### config.mk
export PLATFORM = sky130hd
export DESIGN_NAME = imu_axis_remap_moving_average_flat
export DESIGN_NICKNAME = d
export VERILOG_FILES = /design/src/design/imu_pkg.sv /design/src/design/imu_sample_if.sv /design/src/design/imu_avg_if.sv /design/src/design/imu_ram.sv /design/src/design/imu_axis_remap_moving_average.sv /design/src/flat_wrapper.sv
export SDC_FILE = /design/constraint.sdc
export NUM_CORES = 1
export LEC_CHECK = 0
export BUFFER_PORTS_ARGS = -buffer_cell sky130_fd_sc_hd__buf_4
export CAP_MARGIN = 10
export CORE_ASPECT_RATIO = 1.1
export CORE_MARGIN = 2
export CORE_UTILIZATION = 48
export CTS_CLUSTER_DIAMETER = 120
export DETAILED_ROUTE_END_ITERATION = 16
export GPL_TIMING_DRIVEN = 0
export PLACE_DENSITY = 0.69
export SYNTH_ARGS = -nofsm -noshare
export SYNTH_HDL_FRONTEND = slang
export SYNTH_SLANG_ARGS = --single-unit
### constraint.sdc
create_clock -name clk -period 10.6 [get_ports clk]
set_input_delay 0.53 -clock clk [delete_from_list [all_inputs] [get_ports clk]]
set_output_delay 0.53 -clock clk [all_outputs]
set_load 0.02 [all_outputs]
### src/design/imu_pkg.sv
package imu_pkg;

	// Field widths of one sample set and one result word.
	localparam int AXIS_W = 16;
	localparam int TEMP_W = 8;
	localparam int CHAN_N = 6;

	// Offset of the temperature conversion.
	localparam logic [TEMP_W-1:0] TEMP_OFFSET = 8'd50;

	// Robot-frame channel order inside one history entry.
	localparam int CH_GX = 0;
	localparam int CH_GY = 1;
	localparam int CH_GZ = 2;
	localparam int CH_AX = 3;
	localparam int CH_AY = 4;
	localparam int CH_AZ = 5;

	// One remapped sample set as stored in the history memory.
	typedef logic [CHAN_N-1:0][AXIS_W-1:0] imu_set_t;

endpackage

### src/design/imu_sample_if.sv
interface imu_sample_if import imu_pkg::*; ();

	logic                     valid;
	logic                     ready;
	logic signed [AXIS_W-1:0] gyro_chip_x;
	logic signed [AXIS_W-1:0] gyro_chip_y;
	logic signed [AXIS_W-1:0] gyro_chip_z;
	logic signed [AXIS_W-1:0] accel_chip_x;
	logic signed [AXIS_W-1:0] accel_chip_y;
	logic signed [AXIS_W-1:0] accel_chip_z;
	logic        [TEMP_W-1:0] temp_raw;
	logic                     clear_history;

	modport source (
		output valid, gyro_chip_x, gyro_chip_y, gyro_chip_z,
		output accel_chip_x, accel_chip_y, accel_chip_z, temp_raw, clear_history,
		input  ready
	);

	modport sink (
		input  valid, gyro_chip_x, gyro_chip_y, gyro_chip_z,
		input  accel_chip_x, accel_chip_y, accel_chip_z, temp_raw, clear_history,
		output ready
	);

endinterface

### src/design/imu_avg_if.sv
interface imu_avg_if import imu_pkg::*; ();

	logic                     valid;
	logic                     ready;
	logic signed [AXIS_W-1:0] avg_gyro_x;
	logic signed [AXIS_W-1:0] avg_gyro_y;
	logic signed [AXIS_W-1:0] avg_gyro_z;
	logic signed [AXIS_W-1:0] avg_accel_x;
	logic signed [AXIS_W-1:0] avg_accel_y;
	logic signed [AXIS_W-1:0] avg_accel_z;
	logic signed [TEMP_W-1:0] temperature;

	modport source (
		output valid, avg_gyro_x, avg_gyro_y, avg_gyro_z,
		output avg_accel_x, avg_accel_y, avg_accel_z, temperature,
		input  ready
	);

	modport sink (
		input  valid, avg_gyro_x, avg_gyro_y, avg_gyro_z,
		input  avg_accel_x, avg_accel_y, avg_accel_z, temperature,
		output ready
	);

endinterface

### src/design/imu_ram.sv
module imu_ram #(
	parameter int WIDTH = 96,
	parameter int DEPTH = 5
) (
	input  logic                                   clk,
	input  logic                                   we,
	input  logic [(DEPTH > 1 ? $clog2(DEPTH) : 1)-1:0] waddr,
	input  logic [WIDTH-1:0]                       wdata,
	input  logic [(DEPTH > 1 ? $clog2(DEPTH) : 1)-1:0] raddr,
	output logic [WIDTH-1:0]                       rdata
);

	logic [WIDTH-1:0] mem_q [DEPTH];

	// One write port, one registered read port.
	always_ff @(posedge clk) begin
		if (we) begin
			mem_q[waddr] <= wdata;
		end
		rdata <= mem_q[raddr];
	end

endmodule

### src/design/imu_axis_remap_moving_average.sv
// IMU sample averager with chip-to-robot axis remapping.
//
// The sample channel takes one word per sample set: six chip-frame axes, a
// raw temperature byte and a clear request. The average channel returns one
// word per set: the six robot-frame window averages and the temperature.
// Each set is written into a history memory of WINDOW_DEPTH entries; the
// block then reads back every valid entry, one per cycle, accumulates six
// sums and divides them by the entry count with a bit-serial restoring
// divider that handles all six channels side by side.
// A set passes from acceptance through the read loop, a sign split and the
// bit-serial division to the output register; one set is worked at a time.
// The result sits in an output register, so a new set is accepted while the
// previous result still waits; a stalled receiver holds the result and blocks
// the next load of that register, so the block then waits with its next
// result and accepts no further set until the receiver takes the first.
// Reset empties the window (write slot and fill flag go to zero) and drops
// any pending result; the memory itself is not cleared, since only entries
// written after reset or a clear request are ever read.
module imu_axis_remap_moving_average import imu_pkg::*; #(
	parameter int WINDOW_DEPTH = 5
) (
	input  logic             clk,
	input  logic             arst_n,
	imu_sample_if.sink       sample,
	imu_avg_if.source        average
);

	localparam int SLOT_W = (WINDOW_DEPTH > 1) ? $clog2(WINDOW_DEPTH) : 1;
	localparam int CW     = $clog2(WINDOW_DEPTH + 1);
	localparam int SUM_W  = AXIS_W + CW;
	localparam int MAG_W  = SUM_W - 1;
	localparam int DC_W   = $clog2(MAG_W);

	typedef enum logic [5:0] {
		ST_IDLE  = 6'b000001,
		ST_READ  = 6'b000010,
		ST_LAST  = 6'b000100,
		ST_SETUP = 6'b001000,
		ST_DIV   = 6'b010000,
		ST_DONE  = 6'b100000
	} state_t;

	state_t state_q;

	logic [SLOT_W-1:0] slot_q;
	logic              full_q;
	logic [CW-1:0]     cnt_q;
	logic [SLOT_W-1:0] rd_idx_q;
	logic              rd_vld_s1;
	logic [DC_W-1:0]   div_cnt_q;
	logic [TEMP_W-1:0] temp_q;

	logic signed [SUM_W-1:0] sum_q  [CHAN_N];
	logic        [MAG_W-1:0] quo_q  [CHAN_N];
	logic        [CW-1:0]    rem_q  [CHAN_N];
	logic                    neg_q  [CHAN_N];

	logic              out_valid_q;
	logic [AXIS_W-1:0] out_avg_q [CHAN_N];
	logic [TEMP_W-1:0] out_temp_q;

	logic              accept;
	logic [SLOT_W-1:0] slot_eff;
	logic              full_eff;
	logic [CW-1:0]     next_c;
	logic              wrap;
	imu_set_t          wr_set;
	logic [CHAN_N*AXIS_W-1:0] rd_data;
	logic              last_issue;
	logic              out_load;

	assign accept = sample.valid && sample.ready;
	assign sample.ready = (state_q == ST_IDLE);

	// Axis remap into the robot frame; negation wraps in 16 bits.
	always_comb begin
		wr_set[CH_GX] = AXIS_W'(-sample.gyro_chip_x);
		wr_set[CH_GY] = AXIS_W'(-sample.gyro_chip_y);
		wr_set[CH_GZ] = sample.gyro_chip_z;
		wr_set[CH_AX] = AXIS_W'(-sample.accel_chip_y);
		wr_set[CH_AY] = sample.accel_chip_x;
		wr_set[CH_AZ] = sample.accel_chip_z;
	end

	// Write slot and fill flag after this set; a clear request restarts the window.
	always_comb begin
		slot_eff = sample.clear_history ? '0 : slot_q;
		full_eff = sample.clear_history ? 1'b0 : full_q;
		next_c   = CW'(slot_eff) + CW'(1);
		wrap     = (next_c == CW'(WINDOW_DEPTH));
	end

	assign last_issue = ((CW'(rd_idx_q) + CW'(1)) == cnt_q);
	assign out_load   = (state_q == ST_DONE) && (!out_valid_q || average.ready);

	imu_ram #(
		.WIDTH (CHAN_N * AXIS_W),
		.DEPTH (WINDOW_DEPTH)
	) u_hist (
		.clk   (clk),
		.we    (accept),
		.waddr (slot_eff),
		.wdata (wr_set),
		.raddr (rd_idx_q),
		.rdata (rd_data)
	);

	// Sequencer, window bookkeeping and output valid.
	always_ff @(posedge clk or negedge arst_n) begin
		if (!arst_n) begin
			state_q     <= ST_IDLE;
			slot_q      <= '0;
			full_q      <= 1'b0;
			rd_vld_s1   <= 1'b0;
			out_valid_q <= 1'b0;
		end else begin
			rd_vld_s1 <= (state_q == ST_READ);
			if (out_load) begin
				out_valid_q <= 1'b1;
			end else if (average.ready) begin
				out_valid_q <= 1'b0;
			end
			case (state_q)
				ST_IDLE: begin
					if (accept) begin
						slot_q  <= wrap ? '0 : next_c[SLOT_W-1:0];
						full_q  <= full_eff || wrap;
						state_q <= ST_READ;
					end
				end
				ST_READ: begin
					if (last_issue) begin
						state_q <= ST_LAST;
					end
				end
				ST_LAST:  state_q <= ST_SETUP;
				ST_SETUP: state_q <= ST_DIV;
				ST_DIV: begin
					if (div_cnt_q == '0) begin
						state_q <= ST_DONE;
					end
				end
				ST_DONE: begin
					if (out_load) begin
						state_q <= ST_IDLE;
					end
				end
				default: state_q <= ST_IDLE;
			endcase
		end
	end

	// Datapath: read index, accumulation, sign split, restoring division and the output registers.
	always_ff @(posedge clk) begin
		if (accept) begin
			cnt_q    <= (full_eff || wrap) ? CW'(WINDOW_DEPTH) : next_c;
			rd_idx_q <= '0;
			temp_q   <= TEMP_OFFSET - sample.temp_raw;
		end else if (state_q == ST_READ) begin
			rd_idx_q <= rd_idx_q + SLOT_W'(1);
		end
		if (state_q == ST_SETUP) begin
			div_cnt_q <= DC_W'(MAG_W - 1);
		end else if (state_q == ST_DIV) begin
			div_cnt_q <= div_cnt_q - DC_W'(1);
		end
		for (int c = 0; c < CHAN_N; c++) begin
			if (accept) begin
				sum_q[c] <= '0;
			end else if (rd_vld_s1) begin
				sum_q[c] <= sum_q[c] + SUM_W'($signed(rd_data[c*AXIS_W +: AXIS_W]));
			end
			if (state_q == ST_SETUP) begin
				neg_q[c] <= sum_q[c][SUM_W-1];
				quo_q[c] <= sum_q[c][SUM_W-1] ? MAG_W'(-sum_q[c]) : MAG_W'(sum_q[c]);
				rem_q[c] <= '0;
			end else if (state_q == ST_DIV) begin
				if ({rem_q[c], quo_q[c][MAG_W-1]} >= {1'b0, cnt_q}) begin
					rem_q[c] <= CW'({rem_q[c], quo_q[c][MAG_W-1]} - {1'b0, cnt_q});
					quo_q[c] <= {quo_q[c][MAG_W-2:0], 1'b1};
				end else begin
					rem_q[c] <= CW'({rem_q[c], quo_q[c][MAG_W-1]});
					quo_q[c] <= {quo_q[c][MAG_W-2:0], 1'b0};
				end
			end
			if (out_load) begin
				out_avg_q[c] <= neg_q[c] ? AXIS_W'(-quo_q[c][AXIS_W-1:0])
				                         : quo_q[c][AXIS_W-1:0];
			end
		end
		if (out_load) begin
			out_temp_q <= temp_q;
		end
	end

	// Result word.
	assign average.valid       = out_valid_q;
	assign average.avg_gyro_x  = out_avg_q[CH_GX];
	assign average.avg_gyro_y  = out_avg_q[CH_GY];
	assign average.avg_gyro_z  = out_avg_q[CH_GZ];
	assign average.avg_accel_x = out_avg_q[CH_AX];
	assign average.avg_accel_y = out_avg_q[CH_AY];
	assign average.avg_accel_z = out_avg_q[CH_AZ];
	assign average.temperature = out_temp_q;

endmodule
### src/flat_wrapper.sv
// flat-port wrapper written by rule: the top's interface ports become plain ports
module imu_axis_remap_moving_average_flat import imu_pkg::*;
#(
	parameter int WINDOW_DEPTH = 5
)
  (clk, arst_n, sample_valid, sample_gyro_chip_x, sample_gyro_chip_y, sample_gyro_chip_z, sample_accel_chip_x, sample_accel_chip_y, sample_accel_chip_z, sample_temp_raw, sample_clear_history, sample_ready, average_valid, average_avg_gyro_x, average_avg_gyro_y, average_avg_gyro_z, average_avg_accel_x, average_avg_accel_y, average_avg_accel_z, average_temperature, average_ready);
  imu_sample_if sample_i ();
  imu_avg_if average_i ();
  input  logic clk;
  input  logic arst_n;
  input wire logic [$bits(sample_i.valid)-1:0] sample_valid;
  input wire logic [$bits(sample_i.gyro_chip_x)-1:0] sample_gyro_chip_x;
  input wire logic [$bits(sample_i.gyro_chip_y)-1:0] sample_gyro_chip_y;
  input wire logic [$bits(sample_i.gyro_chip_z)-1:0] sample_gyro_chip_z;
  input wire logic [$bits(sample_i.accel_chip_x)-1:0] sample_accel_chip_x;
  input wire logic [$bits(sample_i.accel_chip_y)-1:0] sample_accel_chip_y;
  input wire logic [$bits(sample_i.accel_chip_z)-1:0] sample_accel_chip_z;
  input wire logic [$bits(sample_i.temp_raw)-1:0] sample_temp_raw;
  input wire logic [$bits(sample_i.clear_history)-1:0] sample_clear_history;
  output wire logic [$bits(sample_i.ready)-1:0] sample_ready;
  output wire logic [$bits(average_i.valid)-1:0] average_valid;
  output wire logic [$bits(average_i.avg_gyro_x)-1:0] average_avg_gyro_x;
  output wire logic [$bits(average_i.avg_gyro_y)-1:0] average_avg_gyro_y;
  output wire logic [$bits(average_i.avg_gyro_z)-1:0] average_avg_gyro_z;
  output wire logic [$bits(average_i.avg_accel_x)-1:0] average_avg_accel_x;
  output wire logic [$bits(average_i.avg_accel_y)-1:0] average_avg_accel_y;
  output wire logic [$bits(average_i.avg_accel_z)-1:0] average_avg_accel_z;
  output wire logic [$bits(average_i.temperature)-1:0] average_temperature;
  input wire logic [$bits(average_i.ready)-1:0] average_ready;
  assign sample_i.valid = sample_valid;
  assign sample_i.gyro_chip_x = sample_gyro_chip_x;
  assign sample_i.gyro_chip_y = sample_gyro_chip_y;
  assign sample_i.gyro_chip_z = sample_gyro_chip_z;
  assign sample_i.accel_chip_x = sample_accel_chip_x;
  assign sample_i.accel_chip_y = sample_accel_chip_y;
  assign sample_i.accel_chip_z = sample_accel_chip_z;
  assign sample_i.temp_raw = sample_temp_raw;
  assign sample_i.clear_history = sample_clear_history;
  assign sample_ready = sample_i.ready;
  assign average_valid = average_i.valid;
  assign average_avg_gyro_x = average_i.avg_gyro_x;
  assign average_avg_gyro_y = average_i.avg_gyro_y;
  assign average_avg_gyro_z = average_i.avg_gyro_z;
  assign average_avg_accel_x = average_i.avg_accel_x;
  assign average_avg_accel_y = average_i.avg_accel_y;
  assign average_avg_accel_z = average_i.avg_accel_z;
  assign average_temperature = average_i.temperature;
  assign average_i.ready = average_ready;
  imu_axis_remap_moving_average #(.WINDOW_DEPTH(WINDOW_DEPTH)) u_core (.clk(clk), .arst_n(arst_n), .sample(sample_i), .average(average_i));
endmodule
==> results of run 1 <==
-- through the flow --
step           instance area (µm²)  total power (W)  util (%)  hold slack (ps)
5_1_grt                      50640          0.01506     55.92            54.43
3_3_place_gp                 46780          0.01085     51.66            386.7
2_1_floorplan                43710         0.009482         -            234.4
4_1_cts                      50640          0.01422     55.92            36.69
3_5_place_dp                 47570          0.01088     52.52            389.9
6_report                     50650          0.01417     55.92            78.16
-- sequential cells by signal, indices dropped and copies added, names as in the netlist --
| register | cells |
|---|---|
| u_core.u_hist.mem_q | 480 |
| u_core.sum_q | 114 |
| u_core.quo_q | 108 |
| u_core.out_avg_q | 96 |
| u_core.u_hist.rdata | 96 |
| u_core.rem_q | 18 |
| u_core.average.temperature | 8 |
| u_core.temp_q | 8 |
| u_core.neg_q | 6 |
| u_core.state_q | 6 |
| u_core.div_cnt_q | 5 |
| u_core.cnt_q | 3 |
| u_core.rd_idx_q | 3 |
| u_core.slot_q | 3 |
| u_core.average.valid | 1 |
| u_core.full_q | 1 |
| u_core.rd_vld_s1 | 1 |
-- layer usage --
layer | vias up | GRT usage, % | routed length [µm]
li1 | 12616 | - | -
met1 | 13019 | 28.44 | 42980
met2 | 725 | 35.16 | 47590
met3 | 153 | 4.199 | 6453
met4 | 14 | 7.297 | 2899
met5 | - | 0 | 92
-- cell families (layout without fill, tap and decap cells) --
family / after synthesis / in the layout / synth area share, %
compound gates: 539 / 539 / 7.662
xor+xnor: 328 / 328 / 6.574
fa+ha+maj: 159 / 159 / 4.758
buf+inv: 184 / 645 / 1.609
flops: 957 / 957 / 63.24
mux: 212 / 212 / 7.879
other cells: 0 / 1 / 0
simple gates: 759 / 759 / 8.277
-- final cells by class --
type	instances	area, µm²	share of cell area, %
clock buffer	127	2595	5.124
clock inverter	48	473.0	0.9338
buffer	105	406.6	0.8029
multi-input combinational	1997	15420	30.46
antenna	1	2.502	0.004941
inverter	79	296.5	0.5855
sequential	957	27640	54.57
timing repair buffer	286	2333	4.607
tap	1180	1476	2.915
-- final timing paths --
check / start / end / slack, ps / cells past startpoint
min: sample_accel_chip_x[13] / u_core.u_hist.mem_q[0][77] / 80 / 1
min in group asynchronous: arst_n / u_core.full_q / 290 / 2
max in group asynchronous: arst_n / u_core.state_q[0] / 10080 / 2
min reg2reg: u_core.temp_q[6] / u_core.average.temperature[6] / 420 / 0
max reg2reg: u_core.state_q[0] / u_core.u_hist.mem_q[1][0] / 6080 / 12
max: u_core.state_q[0] / u_core.u_hist.mem_q[1][0] / 6080 / 12
-- cell usage after synthesis (all sizes together), types with 58 or more instances --
library cell,count,area [µm²]
o31ai,58,468.0
edfxtp,841,25250
dfxtp,104,2082
xnor2,193,1690
xor2,135,1182
clkbuf,81,304.0
nor2,197,739.5
nand2,262,983.4
mux4,96,2162
o21ai,212,1061
inv,79,296.5
mux2,96,1081
ha,147,1839
a21oi,110,550.5
-- where the power goes --
| group | internal [W] | switching (W) | leakage, nW |
|---|---|---|---|
| Combinational | 0.00230 | 0.00302 | 7.54 |
| Sequential | 0.00502 | 0.000522 | 8.73 |
| Clock | 0.00191 | 0.00140 | 1.49 |
-- what timing repair did --
item                                   CTS  global route
hold buffers                             1             0
resized for setup                        0             0
endpoints found under the hold margin   12             0
setup buffers                            0             0
==> metrics.md, run 1 <==
| Metric | Value |
|---|---|
| CP dominant cell by count | buf_4 |
| Final Wtd Congestion | 0.9067 |
| Synth Cell Area | 43700 µm² |
| CTS tree | done |
| DRT Pass-1 Iters | 5 |
| Placeable Area | 90570 µm² |
| Critical path's top delay family | buffers and inverters |
| Residual DRC count | 0 |
| GRT Util Overall | 21.36% |
| Avg Vias per Cell | 5.550 |
| Max clock buf depth | 3 |
| PortBufs | 213 |
| Root Driver | clkbuf_16 |
| Power Density | 279.8 nW/µm² |
| Ys async rst share | 1.254% |
| Clock Skews | 22.13 ps |
| Pre-CTS setup slack | 6055 ps |
| Final #Nets | 3787 |
| Setup ws final | 6077 ps |
| Most used cells in the layout excluding fill and tap cells | 841 x edfxtp_1, 265 x buf_4, 261 x nand2_1 |
| # setup viols final | 0 |
| Die area | 93480 µm² |
| Max Slew Vio Count | 0 |
| Level count of the clock H-tree | 3 |
| Yosys warns | 0 |
| Register bit total from synthesis | 957 |
| Setup TNS | 0 ps |
| Initial antenna violation count | 7 |
| First-pass GRT wire length | 153.1 mm |
| Die width | 291.7 µm |
| Largest net degree at the start of global routing | 67 |
| Dpl hpwl | 72.92 mm |
| Worst-path fanout max | 10 |
| Chip Height | 320.5 µm |
| Worst-skew pair later-pin latency | 660 ps |
| CTS Buf Count | 93 |
| # fillers | 7303 |
| Worst path max stage delay | 890 ps |
| Synth Flop Type | edfxtp_1 |
| CP endpoint kind | flip-flop |
| Synthesized area per cell | 13.93 µm² |
| Vias | 26527 |
| Clock Sinks | 957 |
| Placed cells | 4603 |
| Achievable Freq | 0.2211 GHz |
| Post-Syn Nets | 3406 |
| Slowest cell on crit path | nor4_2 |
| Initial cell density of the core | 48.25% |
| Commonest non-fill, non-tap cell in the layout | edfxtp_1 |
| Post-Synthesis Cells | 3138 |
| Rel. slew slack | 21.24% |
| Worst-path clk slew | 70 ps |
| Post-route minimum period | 4523 ps |
| Worst min path class | in -> reg |
| WP data arrival | 4870 ps |
| CP cell instances | nor2b_1 -> and3_1 -> nand2_1 -> clkbuf_1 -> clkbuf_1 -> nor4_2 -> buf_4 -> buf_4 -> buf_4 -> buf_4 -> buf_4 -> buf_4 |
| Status | finished, final reports clean |
| Max_cap viols | 0 |
| EDFF count, synth | 841 |
| Final ANT Viol Nets | 0 |
| Netlist cell types | 65 |
| Average wire per standard cell | 20.92 µm |
| Non-Filler Instances | 4780 |
| Final hold violations | 0 |
| WP buf/inv | 8 |
| Total grt overflow | 0 |
| Share of cells above drive strength 1 | 18.31% |
| Unrepaired setup endpoints after global routing | false |
| IO Count | 215 |
| Vias in the first global route | 26233 |
| Maximum vdd drop | 0.0001561 V |
| Synth-to-layout area growth | 15.89% |
| Critical path class | reg -> reg |
| CP Data Required Time | 10950 ps |
| Num rows | 116 |
| 1st-iter DRT viols | 1986 |
| Final period util | 42.67% |
| Worst Tran Pin Value | 1181 ps |
| Leakage dissipation | 17.76 nW |
| WL final | 100.0 mm |
| Register area share after synthesis | 63.24% |
| Setup crit start kind | flip-flop |
Power figures use the tool's default switching activity.
==> inputs of run 2 (changes only) <==
- clock period: 10.6 -> 4.1 ns (I/O delays scaled with it)
==> run 2 against run 1 <==
Against the previous run: total power rose to 2.6 times the previous value; clock power increased to 2.7 times the previous value; clock-buffer cell count rose by 12; largest cell class unchanged; critical path type unchanged.
==> metrics.md, run 2 (same netlist as run 1, synthesis figures left out) <==
| Metric | Value |
|---|---|
| Status | finished, final reports clean |
| Clock Skews | 29.79 ps (+7.657 ps) |
| Rel. slew slack | 22.34% (+1.1 points) |
| Most used cells in the layout excluding fill and tap cells | 841 x edfxtp_1, 260 x nand2_1, 214 x buf_4 |
| Final period util | 88.85% (+46 points) |
| # setup viols final | 0 (unchanged) |
| Critical path class | reg -> reg |
| Vias in the first global route | 26526 (+1.1%) |
| CP Data Required Time | 4650 ps (-6300 ps) |
| Commonest non-fill, non-tap cell in the layout | edfxtp_1 |
| IO Count | 215 (unchanged) |
| # fillers | 7210 (-1.3%) |
| Max Slew Vio Count | 0 (unchanged) |
| PortBufs | 213 (unchanged) |
| DRT Pass-1 Iters | 7 (+2) |
| Leakage dissipation | 18.18 nW (+2.3%) |
| Root Driver | clkbuf_16 |
| Die width | 291.7 µm (unchanged) |
| First-pass GRT wire length | 155.4 mm (+1.5%) |
| Initial antenna violation count | 7 (unchanged) |
| Worst-path clk slew | 60 ps (about the same) |
| Power Density | 713.6 nW/µm² (+150%) |
| Sequential share of power | 38.7% (-0.4 points) |
| Achievable Freq | 0.2745 GHz (+24%) |
| Num rows | 116 (unchanged) |
| Worst min path class | in -> reg |
| GRT Util Overall | 21.65% (+0.29 points) |
| Top reg by flops | u_core.u_hist.mem_q |
| Clock Sinks | 957 (unchanged) |
| Non-Filler Instances | 4861 (+1.7%) |
| Setup crit start kind | flip-flop |
| Worst-path fanout max | 10 (unchanged) |
| Placed Area | 47630 µm² (+0.13%) |
| Residual DRC count | 0 (unchanged) |
| Dpl hpwl | 72.00 mm (-1.3%) |
| Share of cells above drive strength 1 | 17.42% (-0.89 points) |
| CTS Buf Count | 94 (+1.1%) |
| Largest net degree at the start of global routing | 69 (+3.0%) |
| Final Wtd Congestion | 0.9098 (+0.34%) |
| Level count of the clock H-tree | 3 (unchanged) |
| Avg Vias per Cell | 5.531 (-0.34%) |
| CTS tree | done |
| Placed cells | 4578 (-0.54%) |
| CP endpoint kind | flip-flop |
| Die area | 93480 µm² (unchanged) |
| Switching share of total power | 34.74% (-0.099 points) |
| Average wire per standard cell | 20.85 µm (-0.35%) |
| 1st-iter DRT viols | 1932 (-2.7%) |
| Maximum vdd drop | 0.0004043 V (+160%) |
| Chip Height | 320.5 µm (unchanged) |
| Total grt overflow | 0 (unchanged) |
| Max_cap viols | 0 (unchanged) |
| Max clock buf depth | 3 (unchanged) |
| PostCTS Resize Cnt | 0 (unchanged) |
| WL final | 101.4 mm (+1.3%) |
| Vias | 26886 (+1.4%) |
| Fin area | 51820 µm² (+2.3%) |
| Final #Nets | 3865 (+2.1%) |
| Biggest regs | u_core.u_hist.mem_q: 480 flops, u_core.sum_q: 114 flops, u_core.quo_q: 108 flops |
| Max reg flops | 480 (unchanged) |
| Final hold violations | 0 (unchanged) |
| Comb pwr share | 37.5% (about the same) |
| Synth-to-layout area growth | 18.58% |
| Clock power frac | 23.8% (+0.4 points) |
| Worst-skew pair later-pin latency | 670 ps (about the same) |
| WP data arrival | 4190 ps (-680 ps) |
| Worst Tran Pin Value | 1165 ps (-16.56 ps) |
| Internal | 0.02413 W (+160%) |
| Psw | 0.01285 W (+160%) |
| Final ANT Viol Nets | 0 (unchanged) |
| Placeable Area | 90570 µm² (unchanged) |
| Post-route minimum period | 3643 ps (-880.3 ps) |
| Unrepaired setup endpoints after global routing | false |
| Initial cell density of the core | 48.25% (unchanged) |
run 2: final timing paths:
check	cells after the start	to	from	slack, ps
max	5	u_core.u_hist.rdata[81]	u_core.rd_idx_q[1]	460
min	2	u_core.u_hist.mem_q[4][50]	sample_accel_chip_y[2]	20
min in group asynchronous	2	u_core.state_q[0]	arst_n	30
min reg2reg	0	u_core.average.temperature[4]	u_core.temp_q[4]	420
max reg2reg	5	u_core.u_hist.rdata[81]	u_core.rd_idx_q[1]	460
max in group asynchronous	3	u_core.average.valid	arst_n	3080
run 2: layout make-up:
type / count / area (µm²) / area share (%)
flip-flops and latches: 957 / 27640 / 53.33
multi-input cells: 1997 / 15470 / 29.86
plain buffers: 105 / 437.9 / 0.8450
well taps: 1180 / 1476 / 2.849
clock buffers: 139 / 2663 / 5.138
clock inverters: 39 / 499.2 / 0.9633
inverters: 79 / 296.5 / 0.5722
repair buffers: 363 / 3333 / 6.432
diodes: 2 / 5.005 / 0.009657
run 2: per-stage QoR:
step	setup slack [ps]	total power (W)	utilization [%]	TNS (ps)	hold WS [ps]
floorplan	-778.1	0.02452	-	-301680	-90.59
global placement	-3947	0.02581	51.78	-1962530	59.29
detailed placement	396.0	0.02815	52.59	0	62.54
CTS	381.4	0.03711	57.22	0	0.2944
global route	399.4	0.03923	57.22	0	32.58
finish	457.2	0.03698	57.22	0	24.06
run 2: worst max-delay path, stage by stage, from the launching register on:
cell	delay, ps
dfxtp_1	340
clkbuf_1	790
clkbuf_1	810
clkbuf_1	810
mux4_2	420
mux2_2	320
run 2: routing by layer:
layer | share of wire [%] | track usage [%]
met1 | 43 | 28.99
met2 | 48 | 36.21
met3 | 5.2 | 2.883
met4 | 3.3 | 8.018
met5 | 0.058 | 0
run 2: power groups by stage:
| stage | Combinational [W] | Sequential [W] | Clock, W |
|---|---|---|---|
| after floorplan | 0.0104 | 0.0141 | 0 |
| after global placement | 0.0117 | 0.0141 | 0 |
| after detailed placement | 0.0137 | 0.0145 | 0 |
| after CTS | 0.0139 | 0.0143 | 0.00895 |
| after global routing | 0.0154 | 0.0145 | 0.00933 |
| final | 0.0138 | 0.0143 | 0.00881 |
run 2: repair_timing:
item	4_1_cts	5_1_grt
endpoints found under the hold margin	454	0
hold buffers	103	0
setup buffers	0	0
==> inputs of run 3 (changes only) <==
- ABC_AREA: unset -> 1
==> run 3 against run 2 <==
Against the previous run: critical path type unchanged; highest routed layer unchanged; register-to-register slack gained 500 ps; sequential share of layout area shrank 3.2 points; area after synthesis increased by 6.9%; sequential power is essentially flat; clock skew is 0.52 ps lower; wire length is 18% higher; worst setup slack gained 500 ps.
==> metrics.md, run 3 <==
| Metric | Value |
|---|---|
| PostCTS Resize Cnt | 0 (unchanged) |
| Yosys top cell by area | edfxtp_1 |
| Worst Setup SP | u_core.state_q[3] |
| CTS Buf Count | 94 (unchanged) |
| Most frequent cells after synthesis | 930 x nand2_1, 894 x nor2_1, 841 x edfxtp_1 |
| Placed cells | 6404 (+40%) |
| Yosys warns | 0 (unchanged) |
| Vias | 34915 (+30%) |
| Synth-to-layout area growth | 18.01% |
| Unrepaired setup endpoints after global routing | false |
| Synthesized area per cell | 9.592 µm² (-31%) |
| Multi-input gate area | 16680 µm² (+7.8%) |
| Final Wtd Congestion | 0.9081 (-0.19%) |
| WL final | 119.5 mm (+18%) |
| Post-synthesis simple-gate area fraction | 19.19% (+11 points) |
| CP dominant cell by count | buf_8 |
| Residual DRC count | 0 (unchanged) |
| Root Driver | clkbuf_16 |
| Register bit total from synthesis | 957 (unchanged) |
| Setup bufs post-CTS | 0 (unchanged) |
| Chip Height | 331.2 µm (+3.3%) |
| Final #Nets | 5588 (+45%) |
| Final core utilization | 56.92% (-0.30 points) |
| Worst-skew pair later-pin latency | 680 ps (about the same) |
| Initial antenna violation count | 9 (+2) |
| # fillers | 8264 (+15%) |
| Top reg by flops | u_core.u_hist.mem_q |
| Setup TNS | 0 ps (unchanged) |
| Maximum vdd drop | 0.0003803 V (-5.9%) |
| CP cell instances | nor2_4 -> nand4_4 -> inv_4 -> nand2_4 -> clkbuf_8 -> nor4_4 -> buf_8 -> buf_8 -> buf_8 -> buf_8 -> buf_8 |
| Slowest cell on crit path | nor4_4 |
| Die area | 99830 µm² (+6.8%) |
| Post-route minimum period | 3141 ps (-501.9 ps) |
| Worst-path fanout max | 12 (+2) |
| CP Data Required Time | 4470 ps (-180 ps) |
| Max clock buf depth | 3 (unchanged) |
| Vias in the first global route | 32682 (+23%) |
| Post-synthesis compound-gate area fraction | 8.325% (+0.66 points) |
| EDFF count, synth | 841 (unchanged) |
| Netlist cell types | 42 (-35%) |
| PortBufs | 214 (+0.47%) |
| Status | finished, final reports clean |
| Total grt overflow | 0 (unchanged) |
| Power Density | 719.9 nW/µm² (+0.88%) |
| Max_cap viols | 0 (unchanged) |
| Setup ws final | 959.1 ps (+501.9 ps) |
| Achievable Freq | 0.3184 GHz (+16%) |
| Max Slew Vio Count | 0 (unchanged) |
| GRT Util Overall | 23.57% (+1.9 points) |
| Reg2reg start | u_core.state_q[3] |
| Register area share after synthesis | 59.17% (-4.1 points) |
| Commonest non-fill, non-tap cell in the layout | nand2_1 |
| Critical path class | reg -> reg |
| Adder-cell share of the synthesized area | 4.452% (-0.31 points) |
| Non-Filler Instances | 6684 (+38%) |
| Leakage dissipation | 22.43 nW (+23%) |
| Worst min path class | in -> reg |
| First-pass GRT wire length | 182.0 mm (+17%) |
| Initial cell density of the core | 48.23% (about the same) |
| Hold Buf Count CTS | 101 (-1.9%) |
| Most common cell in the netlist | nand2_1 |
| Level count of the clock H-tree | 3 (unchanged) |
| Biggest regs | u_core.u_hist.mem_q: 480 flops, u_core.sum_q: 114 flops, u_core.quo_q: 108 flops |
| Clock Sinks | 957 (unchanged) |
| Post-Synth XOR/XNOR Area | 3.525% (-3.0 points) |
| Clock Skews | 29.27 ps (-0.5194 ps) |
| WP data arrival | 3510 ps (-680 ps) |
| Largest family of logic cells by synthesized area | simple AND/OR/NAND/NOR gates |
| Dpl hpwl | 87.97 mm (+22%) |
| Depth of the most critical reg-to-reg path | 11 (+6) |
| Num rows | 120 (+3.4%) |
| Final hold violations | 0 (unchanged) |
| Rel. slew slack | 29.66% (+7.3 points) |
| Avg Vias per Cell | 5.224 (-5.6%) |
| Pre-CTS setup slack | 983.5 ps (+587.5 ps) |
| Worst-path clk slew | 60 ps (about the same) |
| Reg2Reg Setup Slack | 960 ps (+500 ps) |
| Mux cell area share after synthesis | 0% (-7.9 points) |
| Setup crit start kind | flip-flop |
| Synth area leaders | edfxtp_1 54%, nand2_1 7.5%, nor2_1 7.2% |
| Final period util | 76.61% (-12 points) |
| Placeable Area | 96840 µm² (+6.9%) |
| Final ANT Viol Nets | 0 (unchanged) |
| 1st-iter DRT viols | 3089 (+60%) |
| DRT Pass-1 Iters | 6 (-1) |
| Worst Tran Pin Value | 1055 ps (-109.8 ps) |
| Most used cells in the layout excluding fill and tap cells | 928 x nand2_1, 893 x nor2_1, 841 x edfxtp_1 |
| Synth Flop Type | edfxtp_1 |
| Post-Syn Nets | 5138 (+51%) |
| IO Count | 215 (unchanged) |
| Ys async rst share | 1.254% (unchanged) |
| Worst Setup EP | u_core.u_hist.mem_q[4][22] |
| Synth top area share | 54.06% (-3.7 points) |
| Synth Cell Area | 46710 µm² (+6.9%) |
| Max reg flops | 480 (unchanged) |
| Largest net degree at the start of global routing | 68 (-1.4%) |
| Post-Synthesis Cells | 4870 (+55%) |
| Average wire per standard cell | 17.87 µm (-14%) |
| Worst path max stage delay | 720 ps (-90 ps) |
| Share of cells above drive strength 1 | 9.820% (-7.6 points) |
| Worst R2R End | u_core.u_hist.mem_q[4][22] |
| CTS tree | done |
| # setup viols final | 0 (unchanged) |
| CP endpoint kind | flip-flop |
| Sequential Area | 27640 µm² (unchanged) |
| Die width | 301.4 µm (+3.3%) |
run 3: cell types whose count changed in the layout (fill, tap and decap cells not counted), moves of 57 or more:
cell / delta
nand2_1: +668
a21oi_1: +104
o21ai_0: +88
nand3_1: +229
mux2_2: -96
o21ai_1: +57
inv_1: +397
mux4_2: -96
xnor2_1: -153
a31oi_1: +96
nor2_1: +697
run 3: logic make-up (layout without fill, tap and decap cells):
| logic type | count (synthesis) | after routing |
|---|---|---|
| AND/OR/NAND/NOR | 2212 | 2212 |
| flip-flops | 957 | 957 |
| AO/OA/AOI/OAI | 722 | 722 |
| buffers and inverters | 632 | 1159 |
| XOR/XNOR | 188 | 188 |
| adder cells (fa/ha/maj) | 159 | 159 |
| other | 0 | 6 |
run 3: metrics by stage:
| step | hold slack [ps] | total power, W | cell area, µm² |
|---|---|---|---|
| after global placement | 72.46 | 0.02824 | 49990 |
| final | 27.55 | 0.03968 | 55130 |
| after floorplan | -90.59 | 0.02568 | 46780 |
| after global routing | 33.08 | 0.04248 | 55120 |
| after detailed placement | 75.76 | 0.03056 | 50860 |
| after CTS | 1.245 | 0.03965 | 55110 |
run 3: area by class of cell:
type / count / area share (%)
Timing Repair Buffer: 354 / 6.240
Clock buffer: 118 / 4.732
Inverter: 488 / 3.327
Clock inverter: 55 / 1.151
Antenna cell: 6 / 0.02724
Tap cell: 1281 / 2.908
Buffer: 144 / 1.217
Multi-Input combinational cell: 3281 / 30.26
Sequential cell: 957 / 50.14
run 3: power breakdown:
part	internal (W)	switching (W)	total, W
sequential	0.0130	0.00150	0.0145
clock	0.00519	0.00381	0.00899
combinational	0.00537	0.0109	0.0162
run 3: critical path: cells and delay by family, from the launching register on:
kind | cells | cell delay (ps)
flip-flops | 1 | 420
AND/OR/NAND/NOR | 4 | 1150
buffers and inverters | 7 | 1250
run 3: routing by layer:
metal,routed length (µm),up-vias,GRT usage (%)
li1,-,17347,-
met1,52330,16313,32.02
met2,56570,1086,39.65
met3,7607,163,2.819
met4,2915,6,7.333
met5,35,-,0
run 3: how the worst min path moves through the flow:
stage,start,cells after the start,end,slack [ps]
floorplan,arst_n,0,u_core.average.valid,-90
global placement,arst_n,1,u_core.average.valid,70
detailed placement,arst_n,1,u_core.average.valid,80
CTS,sample_gyro_chip_x[10],4,u_core.u_hist.mem_q[1][12],1
global route,sample_gyro_chip_y[12],3,u_core.u_hist.mem_q[3][28],30
finish,sample_gyro_chip_y[12],3,u_core.u_hist.mem_q[2][28],30
